==> src/rtl/kls_pkg.sv <==
// ----------------------------------------------------------------------------
// kls_pkg
// Shared types and constants for the k-th largest stream tracker.
// ----------------------------------------------------------------------------
package kls_pkg;

    localparam int VALUE_W      = 32;
    localparam int RANK_W       = 7;
    localparam int CAPACITY_DEF = 64;

    localparam logic [RANK_W-1:0] RANK_RESET = RANK_W'(1);

    typedef struct packed {
        logic signed [VALUE_W-1:0] value;
        logic                      last;
    } t_in;

    typedef struct packed {
        logic signed [VALUE_W-1:0] kth_value;
        logic                      found;
    } t_out;

    // Per-cell control from the top level.
    typedef struct packed {
        logic en;        // an item is accepted this cycle
        logic clr;       // the item closes the set
        logic in_range;  // cell index is below the active limit
        logic tail;      // cell is the last one inside the limit
    } t_cell_ctl;

    // What a cell shows its right-hand neighbor.
    typedef struct packed {
        logic                      keep;
        logic                      occ;
        logic signed [VALUE_W-1:0] val;
    } t_link;

endpackage

==> src/rtl/kls_cell.sv <==
// ----------------------------------------------------------------------------
// kls_cell
// One slot of the descending sorted row; keeps its value or takes the new
// item or its left neighbor's value on each accepted item.
// ----------------------------------------------------------------------------
module kls_cell (
    input  logic                              i_clk,
    input  logic                              i_rst_n,
    input  kls_pkg::t_cell_ctl                i_ctl,
    input  logic signed [kls_pkg::VALUE_W-1:0] i_value,
    input  kls_pkg::t_link                    i_prev,
    output kls_pkg::t_link                    o_link,
    output logic signed [kls_pkg::VALUE_W-1:0] o_tap_value,
    output logic                              o_tap_occ
);
    import kls_pkg::*;

    logic                      r_occ;
    logic                      n_occ;
    logic signed [VALUE_W-1:0] r_val;
    logic signed [VALUE_W-1:0] n_val;
    logic                      occ_eff;
    logic                      keep;
    logic                      occ_upd;

    always_comb begin
        occ_eff = r_occ & i_ctl.in_range;
        // Equal values stay put, so a new item goes behind its equals.
        keep    = occ_eff && (r_val >= i_value);
        occ_upd = i_ctl.in_range && (occ_eff || i_prev.occ);

        n_val = r_val;
        if (i_ctl.en && i_ctl.in_range && !keep) begin
            n_val = i_prev.keep ? i_value : i_prev.val;
        end

        n_occ = r_occ;
        if (i_ctl.en) begin
            n_occ = i_ctl.clr ? 1'b0 : occ_upd;
        end
    end

    always_ff @(posedge i_clk) begin
        if (!i_rst_n) begin
            r_occ <= 1'b0;
        end else begin
            r_occ <= n_occ;
        end
    end

    always_ff @(posedge i_clk) begin
        r_val <= n_val;
    end

    assign o_link.keep = keep;
    assign o_link.occ  = occ_eff;
    assign o_link.val  = r_val;

    assign o_tap_value = i_ctl.tail ? n_val : '0;
    assign o_tap_occ   = i_ctl.tail && occ_upd;

endmodule
==> config.mk <==
export PLATFORM = sky130hd
export DESIGN_NAME = kls_cell
export DESIGN_NICKNAME = d
export VERILOG_FILES = /design/src/rtl/kls_pkg.sv /design/src/rtl/kls_cell.sv
export SDC_FILE = /design/constraint.sdc
export NUM_CORES = 1
export LEC_CHECK = 0
export BUFFER_PORTS_ARGS = -buffer_cell sky130_fd_sc_hd__buf_2
export CAP_MARGIN = 20
export CORE_MARGIN = 5
export CORE_UTILIZATION = 45
export CTS_CLUSTER_DIAMETER = 50
export DETAILED_ROUTE_END_ITERATION = 12
export PLACE_DENSITY_LB_ADDON = 0.1
export SYNTH_ARGS = -nofsm -noshare
export SYNTH_HDL_FRONTEND = slang
export SYNTH_SLANG_ARGS = --single-unit
==> constraint.sdc <==
create_clock -name i_clk -period 6.73 [get_ports i_clk]
set_input_delay 0.3365 -clock i_clk [delete_from_list [all_inputs] [get_ports i_clk]]
set_output_delay 0.3365 -clock i_clk [all_outputs]
set_load 0.01 [all_outputs]
==> metrics.csv, run 1 <==
metric;value;unit
grt ovf;0;
count of filler cells inserted in the layout;602;
most frequently used flop master after synthesis;sky130_fd_sc_hd__dfxtp_1;
crit path launch type;flop;
via count;2894;
number of vias per cell;4.981;
leakage power summed over all cells;2.113;nW
Global Route met3 Usage;0.04215;
number of top-level pins;139;
Synthesis Warnings;0;
crit-path max FO;64;
synthesized area per cell;7.867;µm²
required time of the critical path;6.39;ns
Critical R2R Capture;r_val[9];
startpoint of the worst hold path;i_rst_n;
final total negative setup slack;0;ns
core region area;0.006386;mm²
hold violation total from the final report;0;
detailed-routing iteration count for the pre-antenna-repair pass;4;
number of global-route vias before repair;2784;
worst relative slew slack;0.2830;
startpoint of the worst-slack reg-to-reg timing path;r_val[31];
core occupancy in the finished layout;0.5927;
Post CTS Setup Buffer Count;0;
global-route wire length before repair;12370;µm
Routed wire per std cell;12.72;µm
fraction of final layout cells with drive strength greater than 1;0.3611;
number of synthesized flops with an enable pin;0;
initial detailed-routing violation count;77;
Gates resized, CTS repair;0;
post-route antenna net violation count;0;
area delta synth->final;26.94;%
initial antenna violation count;0;
count of state elements after synthesis;33;
Worst Hold End;r_occ;
proportion of synthesized chip area in sequential cells;0.2216;
placer congestion estimate;0.7545;
largest net degree at the start of global routing;66;
final critical delay including setup and external delays;4.071;ns
Final Slew Violations;0;
met1 GRT Util;0.2227;
count of input and output buffers;138;
Post-Route WL;7393;µm
Inserted Clock Buffers;5;
clock net sink count;33;
final setup violation count;0;
number of standard cells after synthesis;379;
count of H-tree levels built during CTS;2;
Net count, final;607;
startpoint of the most critical setup path;r_val[31];
Post-DP HPWL;5653;µm
cts-stage hold buffer count;0;
height of the die;91.40;µm
n_diodes;0;
Worst-Skew Late Latency;0.29;ns
Global Route Usage Sum;0.1722;
horizontal die dimension;91.40;µm
share of the cycle needed by the critical path after routing;0.6050;
share of flip-flops with an asynchronous set or reset;0;
layer carrying the most global-route usage;met2;
row count;29;
synthesized netlist net count;483;
Worst R2R Setup Slack;3.22;ns
initial cell density of the core;0.4669;
CTS tree;built;
status;finished, final reports clean;
worst setup path category;reg2out;
number of DRC violations after detailed routing;0;
clock skew;0.007890;ns
kind of capture point of the worst setup path;primary output;
number of maximum-capacitance violations;0;
met2 Usage GRT;0.2858;
number of buffers between clock root and the deepest sink;2;
worst voltage drop across the vdd grid;0.0002168;V
instance count along the most critical hold path;3;
setup repair after global routing missed its margin;no;
Post-Synthesis Cell Area;0.002982;mm²
area enclosed by the die boundary;0.008354;mm²
pin slew with the least headroom to its limit;1.076;ns
arrival time of the worst setup path;3.73;ns
achievable frequency;245.6;MHz
number of different library cells in the post-synthesis netlist;30;
Worst-path clk slew;0.07;ns
power density over the cells;351.0;mW/mm²
root buffer cell;sky130_fd_sc_hd__clkbuf_8;
Hold Path Class;in2reg;
number of cells traversed by the worst register-to-register path;9;
[report_power, final]
part	switching [W]	leakage, nW	internal (W)
logic	0.000368	1.78	0.000401
registers	0.000101	0.278	0.000291
clock network	0.0000744	0.0542	0.0000925
total	0.000544	2.11	0.000785
[final cells by class]
| cell class | count | area [µm²] | area share |
|---|---|---|---|
| Inverter | 37 | 138.9 | 0.03669 |
| Multi-Input combinational cell | 286 | 2069 | 0.5468 |
| Tap cell | 77 | 96.34 | 0.02545 |
| Clock buffer | 7 | 96.34 | 0.02545 |
| Timing Repair Buffer | 140 | 718.2 | 0.1898 |
| Clock inverter | 1 | 5.005 | 0.001322 |
| Sequential cell | 33 | 660.6 | 0.1745 |
[how the worst max path moves through the flow]
| stage | to | slack [ns] | depth (start not counted) |
|---|---|---|---|
| floorplan | o_tap_value[10] | 3.46 | 11 |
| global placement | o_tap_value[25] | 2.86 | 12 |
| detailed placement | o_tap_value[25] | 2.84 | 12 |
| CTS | o_tap_value[25] | 2.63 | 10 |
| global route | o_tap_value[29] | 2.44 | 10 |
| finish | o_tap_value[25] | 2.66 | 10 |
[state kept, by name (all words and copies together) (netlist names)]
signal / count
r_occ: 1
r_val: 32
[synthesized netlist by cell type (4+ instances only)]
cell type | count | share of area
sky130_fd_sc_hd__nand2_1 | 77 | 0.097
sky130_fd_sc_hd__a21oi_1 | 49 | 0.082
sky130_fd_sc_hd__inv_1 | 37 | 0.047
sky130_fd_sc_hd__dfxtp_1 | 33 | 0.22
sky130_fd_sc_hd__ha_1 | 32 | 0.13
sky130_fd_sc_hd__mux2i_1 | 32 | 0.11
sky130_fd_sc_hd__nor2_1 | 32 | 0.040
sky130_fd_sc_hd__mux2_4 | 28 | 0.14
sky130_fd_sc_hd__clkbuf_1 | 14 | 0.018
sky130_fd_sc_hd__o21ai_0 | 6 | 0.010
sky130_fd_sc_hd__mux2_2 | 5 | 0.019
sky130_fd_sc_hd__nand4_1 | 5 | 0.010
sky130_fd_sc_hd__nand3_1 | 4 | 0.0067
[stage by stage]
stage / setup WS (ns) / hold WS, ns / area, µm² / cells / total power [W]
floorplan: 3.460 / 0.4503 / 2982 / 379 / 0.0009153
detailed placement: 2.840 / 0.5087 / 3664 / 572 / 0.001172
finish: 2.659 / 0.2759 / 3785 / 581 / 0.001329
global route: 2.445 / 0.2838 / 3785 / 581 / 0.001451
global placement: 2.858 / 0.4974 / 3664 / 572 / 0.001160
CTS: 2.634 / 0.2619 / 3765 / 580 / 0.001346
[worst max-delay path: stages (launching register included)]
cell	delay (ns)
sky130_fd_sc_hd__dfxtp_1	0.34
sky130_fd_sc_hd__ha_1	0.37
sky130_fd_sc_hd__nand4_1	0.15
sky130_fd_sc_hd__or4_1	0.60
sky130_fd_sc_hd__or4_1	0.51
sky130_fd_sc_hd__nand3_1	0.10
sky130_fd_sc_hd__a2111oi_0	0.07
sky130_fd_sc_hd__a221o_4	0.34
sky130_fd_sc_hd__buf_4	0.45
sky130_fd_sc_hd__mux2i_1	0.31
sky130_fd_sc_hd__buf_2	0.17
[cell usage in the layout, fill, tap and decap left out, drive strengths merged, types with 2 or more instances in the layout]
cell type	netlist	routed
or4	2	2
a21oi	49	49
nand3	4	4
inv	37	37
nor3	2	2
mux2i	32	32
clkbuf	14	7
o21ai	6	6
nor2	32	32
dfxtp	33	33
nand4	5	5
nand2	77	77
ha	32	32
mux2	33	33
buf	9	140
[kinds of logic after synthesis]
kind of cell    Yosys count  share of synthesized area
xor+xnor                  1                   0.002938
fa+ha+maj                32                     0.1343
compound gates           62                     0.1125
flops                    33                     0.2216
simple gates            126                     0.1733
mux                      65                     0.2673
buf+inv                  60                    0.08812
[routing by layer]
layer,share of wire,vias up
met5,0,-
met3,0.074,7
met1,0.46,1270
met2,0.46,95
met4,0.0097,0
li1,-,1522
Power figures use the tool's default switching activity.
==> run 2, diff against run 1 <==
Settings changed: ABC_AREA set to 1.
Clock period 6.73 ns to 4.3 ns, I/O delays scaled along.
==> metrics.csv, run 2 <==
metric;value;unit;change
status;finished, final reports clean;;
Worst-path clk slew;0.07;ns;about the same
share of the cycle needed by the critical path after routing;0.7614;;
crit-path max FO;34;;-47%
most prevalent standard cell on the critical path;sky130_fd_sc_hd__nand2_1;;
count of filler cells inserted in the layout;656;;+9.0%
Routed wire per std cell;11.69;µm;-8.1%
simple-gate share of the synthesized area;0.3773;;+0.2040
fraction of final layout cells with drive strength greater than 1;0.3598;;-0.001314
final critical delay including setup and external delays;3.274;ns;
number of standard cells after synthesis;466;;+23%
footprint of the flip-flops and latches;660.6;µm²;unchanged
flip-flop count of the largest register, all copies and words added;32;;unchanged
final design instance area without fill;0.003762;mm²;-0.59%
clock net sink count;33;;unchanged
worst relative slew slack;0.3633;;+0.08027
number of buffers between clock root and the deepest sink;2;;unchanged
Worst-Skew Late Latency;0.28;ns;about the same
synthesized netlist net count;570;;+18%
n_diodes;0;;unchanged
clock skew;0.002792;ns;-0.005098 ns
Hold Path Class;in2reg;;
critical path's slowest cell;sky130_fd_sc_hd__nand2_4;;
setup repair after global routing missed its margin;no;;
placer congestion estimate;0.8143;;+7.9%
row count;29;;unchanged
leading registers by flop count;r_val (32), r_occ (1);;
synth cell count leaders;132 x sky130_fd_sc_hd__nand2_1, 104 x sky130_fd_sc_hd__inv_1, 33 x sky130_fd_sc_hd__dfxtp_1, 33 x sky130_fd_sc_hd__o21ai_0, 32 x sky130_fd_sc_hd__ha_1;;
cell type with the largest total area after synthesis;sky130_fd_sc_hd__dfxtp_1;;
Post CTS Setup Buffer Count;0;;unchanged
Gates resized, CTS repair;0;;unchanged
worst setup path category;reg2out;;
DP Worst Slack;1.294;ns;-1.546 ns
final setup violation count;0;;unchanged
commonest cells after routing, fill and taps aside;138 x sky130_fd_sc_hd__buf_2, 132 x sky130_fd_sc_hd__nand2_1, 102 x sky130_fd_sc_hd__inv_1;;
initial antenna violation count;0;;unchanged
cell-by-cell trace of the critical path;ha_1, nand2_1, nor2_2, nand2_2, nor4_4, nand2_1, nand3_2, nand3_2, nand2_4, nand2_4, nand2_1, nand2_1, nor2_2, buf_2;;
height of the die;91.71;µm;+0.33%
horizontal die dimension;91.71;µm;+0.33%
cts-stage hold buffer count;0;;unchanged
Post-DP HPWL;5885;µm;+4.1%
number of global-route vias before repair;3032;;+8.9%
fraction of post-synthesis cell area in the top cell type by area;0.2199;;-0.001661
Final Slew Violations;0;;unchanged
number of top-level pins;139;;unchanged
initial detailed-routing violation count;64;;-17%
main combinational cell family by area after synthesis;simple AND/OR/NAND/NOR gates;;
crit path launch type;flop;;
detailed-routing iteration count for the pre-antenna-repair pass;4;;unchanged
arrival time of the worst setup path;3.06;ns;-0.67 ns
number of synthesized flops with an enable pin;0;;unchanged
required time of the critical path;4.09;ns;-2.30 ns
core occupancy in the finished layout;0.5858;;-0.006855
kind of capture point of the worst setup path;primary output;;
Synthesis Warnings;0;;unchanged
post-synthesis mux area share;0.003332;;-0.2640
Cell Area, Placed;0.003682;mm²;+0.51%
pin slew with the least headroom to its limit;0.9551;ns;-0.1204 ns
count of input and output buffers;138;;unchanged
largest net degree at the start of global routing;64;;-3.0%
number of DRC violations after detailed routing;0;;unchanged
top cells by area in the synthesized netlist;sky130_fd_sc_hd__dfxtp_1 22%, sky130_fd_sc_hd__nand2_1 16%, sky130_fd_sc_hd__ha_1 13%, sky130_fd_sc_hd__inv_1 13%, sky130_fd_sc_hd__nand3_2 10%;;
share of flip-flops with an asynchronous set or reset;0;;unchanged
proportion of synthesized chip area in sequential cells;0.2199;;-0.001661
final total negative setup slack;0;ns;unchanged
most frequent standard cell in the layout excluding fill and tap cells;sky130_fd_sc_hd__buf_2;;
synthesized area per cell;6.447;µm²;-18%
area enclosed by the die boundary;0.008410;mm²;+0.67%
leakage power summed over all cells;2.325;nW;+10%
post-route antenna net violation count;0;;unchanged
setup slack after layout;1.026;ns;-1.633 ns
via count;3059;;+5.7%
CTS tree;built;;
count of H-tree levels built during CTS;2;;unchanged
xor and xnor fraction of the mapped netlist area;0;;-0.002937
worst voltage drop across the vdd grid;0.0001489;V;-31%
number of different library cells in the post-synthesis netlist;27;;-10%
slowest stage delay, CP;0.45;ns;-0.15 ns
most frequently used flop master after synthesis;sky130_fd_sc_hd__dfxtp_1;;
hold violation total from the final report;0;;unchanged
core region area;0.006422;mm²;+0.57%
Inserted Clock Buffers;5;;unchanged
power density over the cells;288.7;mW/mm²;-18%
number of maximum-capacitance violations;0;;unchanged
count of state elements after synthesis;33;;unchanged
Post-Route WL;7821;µm;+5.8%
area delta synth->final;25.24;%;
Post-Synthesis Cell Area;0.003004;mm²;+0.76%
achievable frequency;305.4;MHz;
global-route wire length before repair;13280;µm;+7.3%
largest register by flop count;r_val;;
area used by multi-input combinational logic;0.001822;mm²;-12%
Global Route Usage Sum;0.1863;;+0.01410
Net count, final;695;;+14%
grt ovf;0;;unchanged
most numerous cell in the Yosys netlist;sky130_fd_sc_hd__nand2_1;;
adder-cell share of the synthesized area;0.1333;;-0.001007
root buffer cell;sky130_fd_sc_hd__clkbuf_8;;
Synth Area in Compound Gates;0.09246;;-0.02000
number of vias per cell;4.572;;-8.2%
initial cell density of the core;0.4678;;+0.0008688
-- run 2: changes by cell type after synthesis, sizes merged, moves of 2 or more --
cell,change
a21o,+2
a21oi,-35
clkbuf,-3
inv,+70
mux2,-33
mux2i,-31
nand2,+58
nand3,+31
nand4,-3
nor2,+12
o21a,+2
o21ai,+28
or4,-2
-- run 2: report_power, final --
| part | switching, W | internal, W |
|---|---|---|
| Sequential | 0.0000364 | 0.000353 |
| Clock | 0.000119 | 0.000115 |
| Combinational | 0.000272 | 0.000191 |
-- run 2: final timing paths --
check             startpoint               to  slack (ns)  cells after the start
hold reg to reg     r_val[1]         r_val[1]        0.57                      4
setup reg to reg   r_val[31]        r_val[14]        1.64                     13
hold / removal       i_rst_n            r_occ        0.14                      2
setup / recovery   r_val[31]  o_tap_value[13]        1.03                     14
-- run 2: per-stage QoR --
stage	total power, W	hold slack [ns]	cells
4_1_cts	0.001100	0.1242	669
3_5_place_dp	0.0008616	0.4335	661
6_report	0.001086	0.1363	669
3_3_place_gp	0.0008543	0.4252	661
5_1_grt	0.001186	0.1289	669
2_1_floorplan	0.0007009	0.3327	466
-- run 2: kinds of logic (layout without fill, tap and decap cells) --
| logic type | count (synthesis) | in the layout |
|---|---|---|
| muxes | 1 | 1 |
| buffers and inverters | 129 | 255 |
| and+or+nand+nor | 218 | 218 |
| adders and majority gates | 32 | 32 |
| DFF | 33 | 33 |
| AOI/OAI and AO/OA | 53 | 53 |
-- run 2: metal layers --
metal	GRT usage	up-vias	wire length (µm)
met3	0.04746	4	519
met4	0.03837	0	49
met2	0.3281	84	3620
met5	0	-	0
met1	0.2299	1314	3630
li1	-	1657	-
-- run 2: final cells by class --
| type | instances | area share |
|---|---|---|
| multi-input cells | 304 | 0.4842 |
| repair buffers | 139 | 0.1856 |
| inverters | 108 | 0.1077 |
| well taps | 77 | 0.02561 |
| clock buffers | 8 | 0.02128 |
| flip-flops and latches | 33 | 0.1756 |
-- run 2: worst max-delay path: cells and delay by family, from the launching register on --
| kind | cells | cell delay [ns] |
|---|---|---|
| buf+inv | 1 | 0.14 |
| fa+ha+maj | 1 | 0.34 |
| simple gates | 12 | 1.96 |
| flops | 1 | 0.33 |
==> run 3, diff against run 2 <==
Clock period 4.3 ns to 3.24 ns, I/O delays scaled along.
==> metrics.csv, run 3 (same netlist as run 2, synthesis figures left out) <==
metric;value;unit;change
most prevalent standard cell on the critical path;sky130_fd_sc_hd__nand2_1;;
number of DRC violations after detailed routing;0;;unchanged
cts-stage hold buffer count;0;;unchanged
startpoint of the most critical setup path;r_val[31];;
initial cell density of the core;0.4678;;unchanged
Critical R2R Capture;r_val[21];;
status;finished, final reports clean;;
net switching share of the total power;0.3847;;-0.008618
grt ovf;0;;unchanged
most frequent standard cell in the layout excluding fill and tap cells;sky130_fd_sc_hd__buf_2;;
number of maximum-capacitance violations;0;;unchanged
hold violation total from the final report;0;;unchanged
count of filler cells inserted in the layout;652;;-0.61%
Internal Dissipation;0.0008915;W;+35%
number of placed instances with taps included;664;;+0.45%
Routed wire per std cell;11.68;µm;about the same
number of global-route vias before repair;2856;;-5.8%
detailed-routing iteration count for the pre-antenna-repair pass;4;;unchanged
fraction of power consumed by the clock network;0.218;;+0.002
fraction of power consumed by sequential logic;0.355;;-0.003
row count;29;;unchanged
portion of total power attributed to combinational logic;0.426;;about the same
clock net sink count;33;;unchanged
horizontal die dimension;91.71;µm;unchanged
count of H-tree levels built during CTS;2;;unchanged
flip-flop count of the largest register, all copies and words added;32;;unchanged
instance count along the most critical hold path;2;;unchanged
initial antenna violation count;0;;unchanged
Net count, final;698;;+0.43%
leading registers by flop count;r_val (32), r_occ (1);;
Inserted Clock Buffers;5;;unchanged
Hold Path Class;in2reg;;
pin slew with the least headroom to its limit;0.9819;ns;+0.02678 ns
via count;3012;;-1.5%
crit path launch type;flop;;
setup repair after global routing missed its margin;no;;
achievable frequency;345.2;MHz;
startpoint of the worst-slack reg-to-reg timing path;r_val[31];;
clock skew;0.004666;ns;+0.001874 ns
fraction of final layout cells with drive strength greater than 1;0.3653;;+0.005523
largest net degree at the start of global routing;64;;unchanged
Worst R2R Setup Slack;0.84;ns;-0.80 ns
Worst-path clk slew;0.06;ns;about the same
CTS tree;built;;
final setup violation count;0;;unchanged
number of vias per cell;4.489;;-1.8%
critical path's slowest cell;sky130_fd_sc_hd__dfxtp_1;;
kind of capture point of the worst setup path;primary output;;
number of cells traversed by the worst register-to-register path;14;;+1
area delta synth->final;26.20;%;
number of buffers and inverters on the critical path;1;;unchanged
Post-DP HPWL;6131;µm;+4.2%
commonest cells after routing, fill and taps aside;138 x sky130_fd_sc_hd__buf_2, 132 x sky130_fd_sc_hd__nand2_1, 102 x sky130_fd_sc_hd__inv_1;;
area enclosed by the die boundary;0.008410;mm²;unchanged
net switching power;0.0005573;W;+30%
final total negative setup slack;0;ns;unchanged
number of top-level pins;139;;unchanged
share of the cycle needed by the critical path after routing;0.8940;;
non-filler instance count after layout;671;;+0.30%
root buffer cell;sky130_fd_sc_hd__clkbuf_8;;
crit-path max FO;32;;-5.9%
slowest stage delay, CP;0.33;ns;-0.12 ns
count of input and output buffers;138;;unchanged
endpoint of the most critical setup path;o_tap_value[0];;
arrival time of the worst setup path;2.73;ns;-0.33 ns
required time of the critical path;3.08;ns;-1.01 ns
Post CTS Setup Buffer Count;0;;unchanged
dominant delay contributor by cell family on the critical path;simple AND/OR/NAND/NOR gates;;
placer congestion estimate;0.7901;;-3.0%
cell-by-cell trace of the critical path;ha_1, a21oi_1, o21a_1, nand2_1, a21oi_1, nand2_1, nand2_1, nand3_2, nand2_4, nand2_4, nand2_1, nand2_1, nor2_1, buf_2;;
Gates resized, CTS repair;0;;unchanged
power density over the cells;382.2;mW/mm²;+32%
worst voltage drop across the vdd grid;0.0002100;V;+41%
Final Slew Violations;0;;unchanged
leakage power summed over all cells;2.344;nW;+0.79%
global-route wire length before repair;12800;µm;-3.6%
post-route antenna net violation count;0;;unchanged
number of buffers between clock root and the deepest sink;2;;unchanged
n_diodes;0;;unchanged
core region area;0.006422;mm²;unchanged
height of the die;91.71;µm;unchanged
Worst-Skew Late Latency;0.28;ns;about the same
instance count on the critical path;14;;unchanged
initial detailed-routing violation count;70;;+9.4%
largest register by flop count;r_val;;
worst relative slew slack;0.3454;;-0.01786
Global Route Usage Sum;0.1818;;-0.004565
Post-Route WL;7838;µm;+0.22%
worst setup path category;reg2out;;
final critical delay including setup and external delays;2.897;ns;
==> run 3: cell types whose count changed in the layout (fill, tap and decap cells not counted) <==
cell	delta
sky130_fd_sc_hd__buf_4	+3
sky130_fd_sc_hd__clkbuf_1	-2
sky130_fd_sc_hd__clkbuf_8	+1
==> run 3: per-stage QoR <==
step	hold slack (ns)	total power, W	worst slack, ns	instance area [µm²]	util
global route	0.08417	0.001578	0.05546	3791	0.5903
global placement	0.3713	0.001138	0.6620	3705	0.5769
detailed placement	0.3841	0.001147	0.6262	3705	0.5769
finish	0.09416	0.001449	0.3434	3791	0.5903
CTS	0.08246	0.001473	0.3089	3791	0.5903
floorplan	0.2797	0.0009303	1.176	3004	-
==> run 3: power groups by stage <==
stage	Clock (W)	Combinational [W]	Sequential, W
2_1_floorplan	0	0.000383	0.000547
3_3_place_gp	0	0.000615	0.000523
3_5_place_dp	0	0.000623	0.000524
4_1_cts	0.000331	0.000627	0.000515
5_1_grt	0.000348	0.000707	0.000523
6_report	0.000316	0.000618	0.000515
==> run 3: metal layers <==
layer | global-route usage | part of all wire | up-vias
li1 | - | - | 1664
met1 | 0.2407 | 0.48 | 1265
met2 | 0.3037 | 0.46 | 81
met3 | 0.04419 | 0.063 | 2
met4 | 0.03342 | 0.0038 | 0
met5 | 0 | 0 | -
==> run 3: how the worst min path moves through the flow <==
stage / endpoint / slack, ns / start
after floorplan: r_occ / 0.28 / i_rst_n
after global placement: r_occ / 0.37 / i_rst_n
after detailed placement: r_occ / 0.38 / i_rst_n
after CTS: r_occ / 0.08 / i_rst_n
after global routing: r_occ / 0.08 / i_rst_n
final: r_occ / 0.09 / i_rst_n
==> run 3: final cells by class <==
| type | instances | area [µm²] | share of cell area |
|---|---|---|---|
| tap | 77 | 96.34 | 0.02541 |
| inverter | 108 | 405.4 | 0.1069 |
| multi-input combinational | 304 | 1822 | 0.4805 |
| clock buffer | 7 | 86.33 | 0.02277 |
| sequential | 33 | 660.6 | 0.1743 |
| timing repair buffer | 142 | 720.7 | 0.1901 |
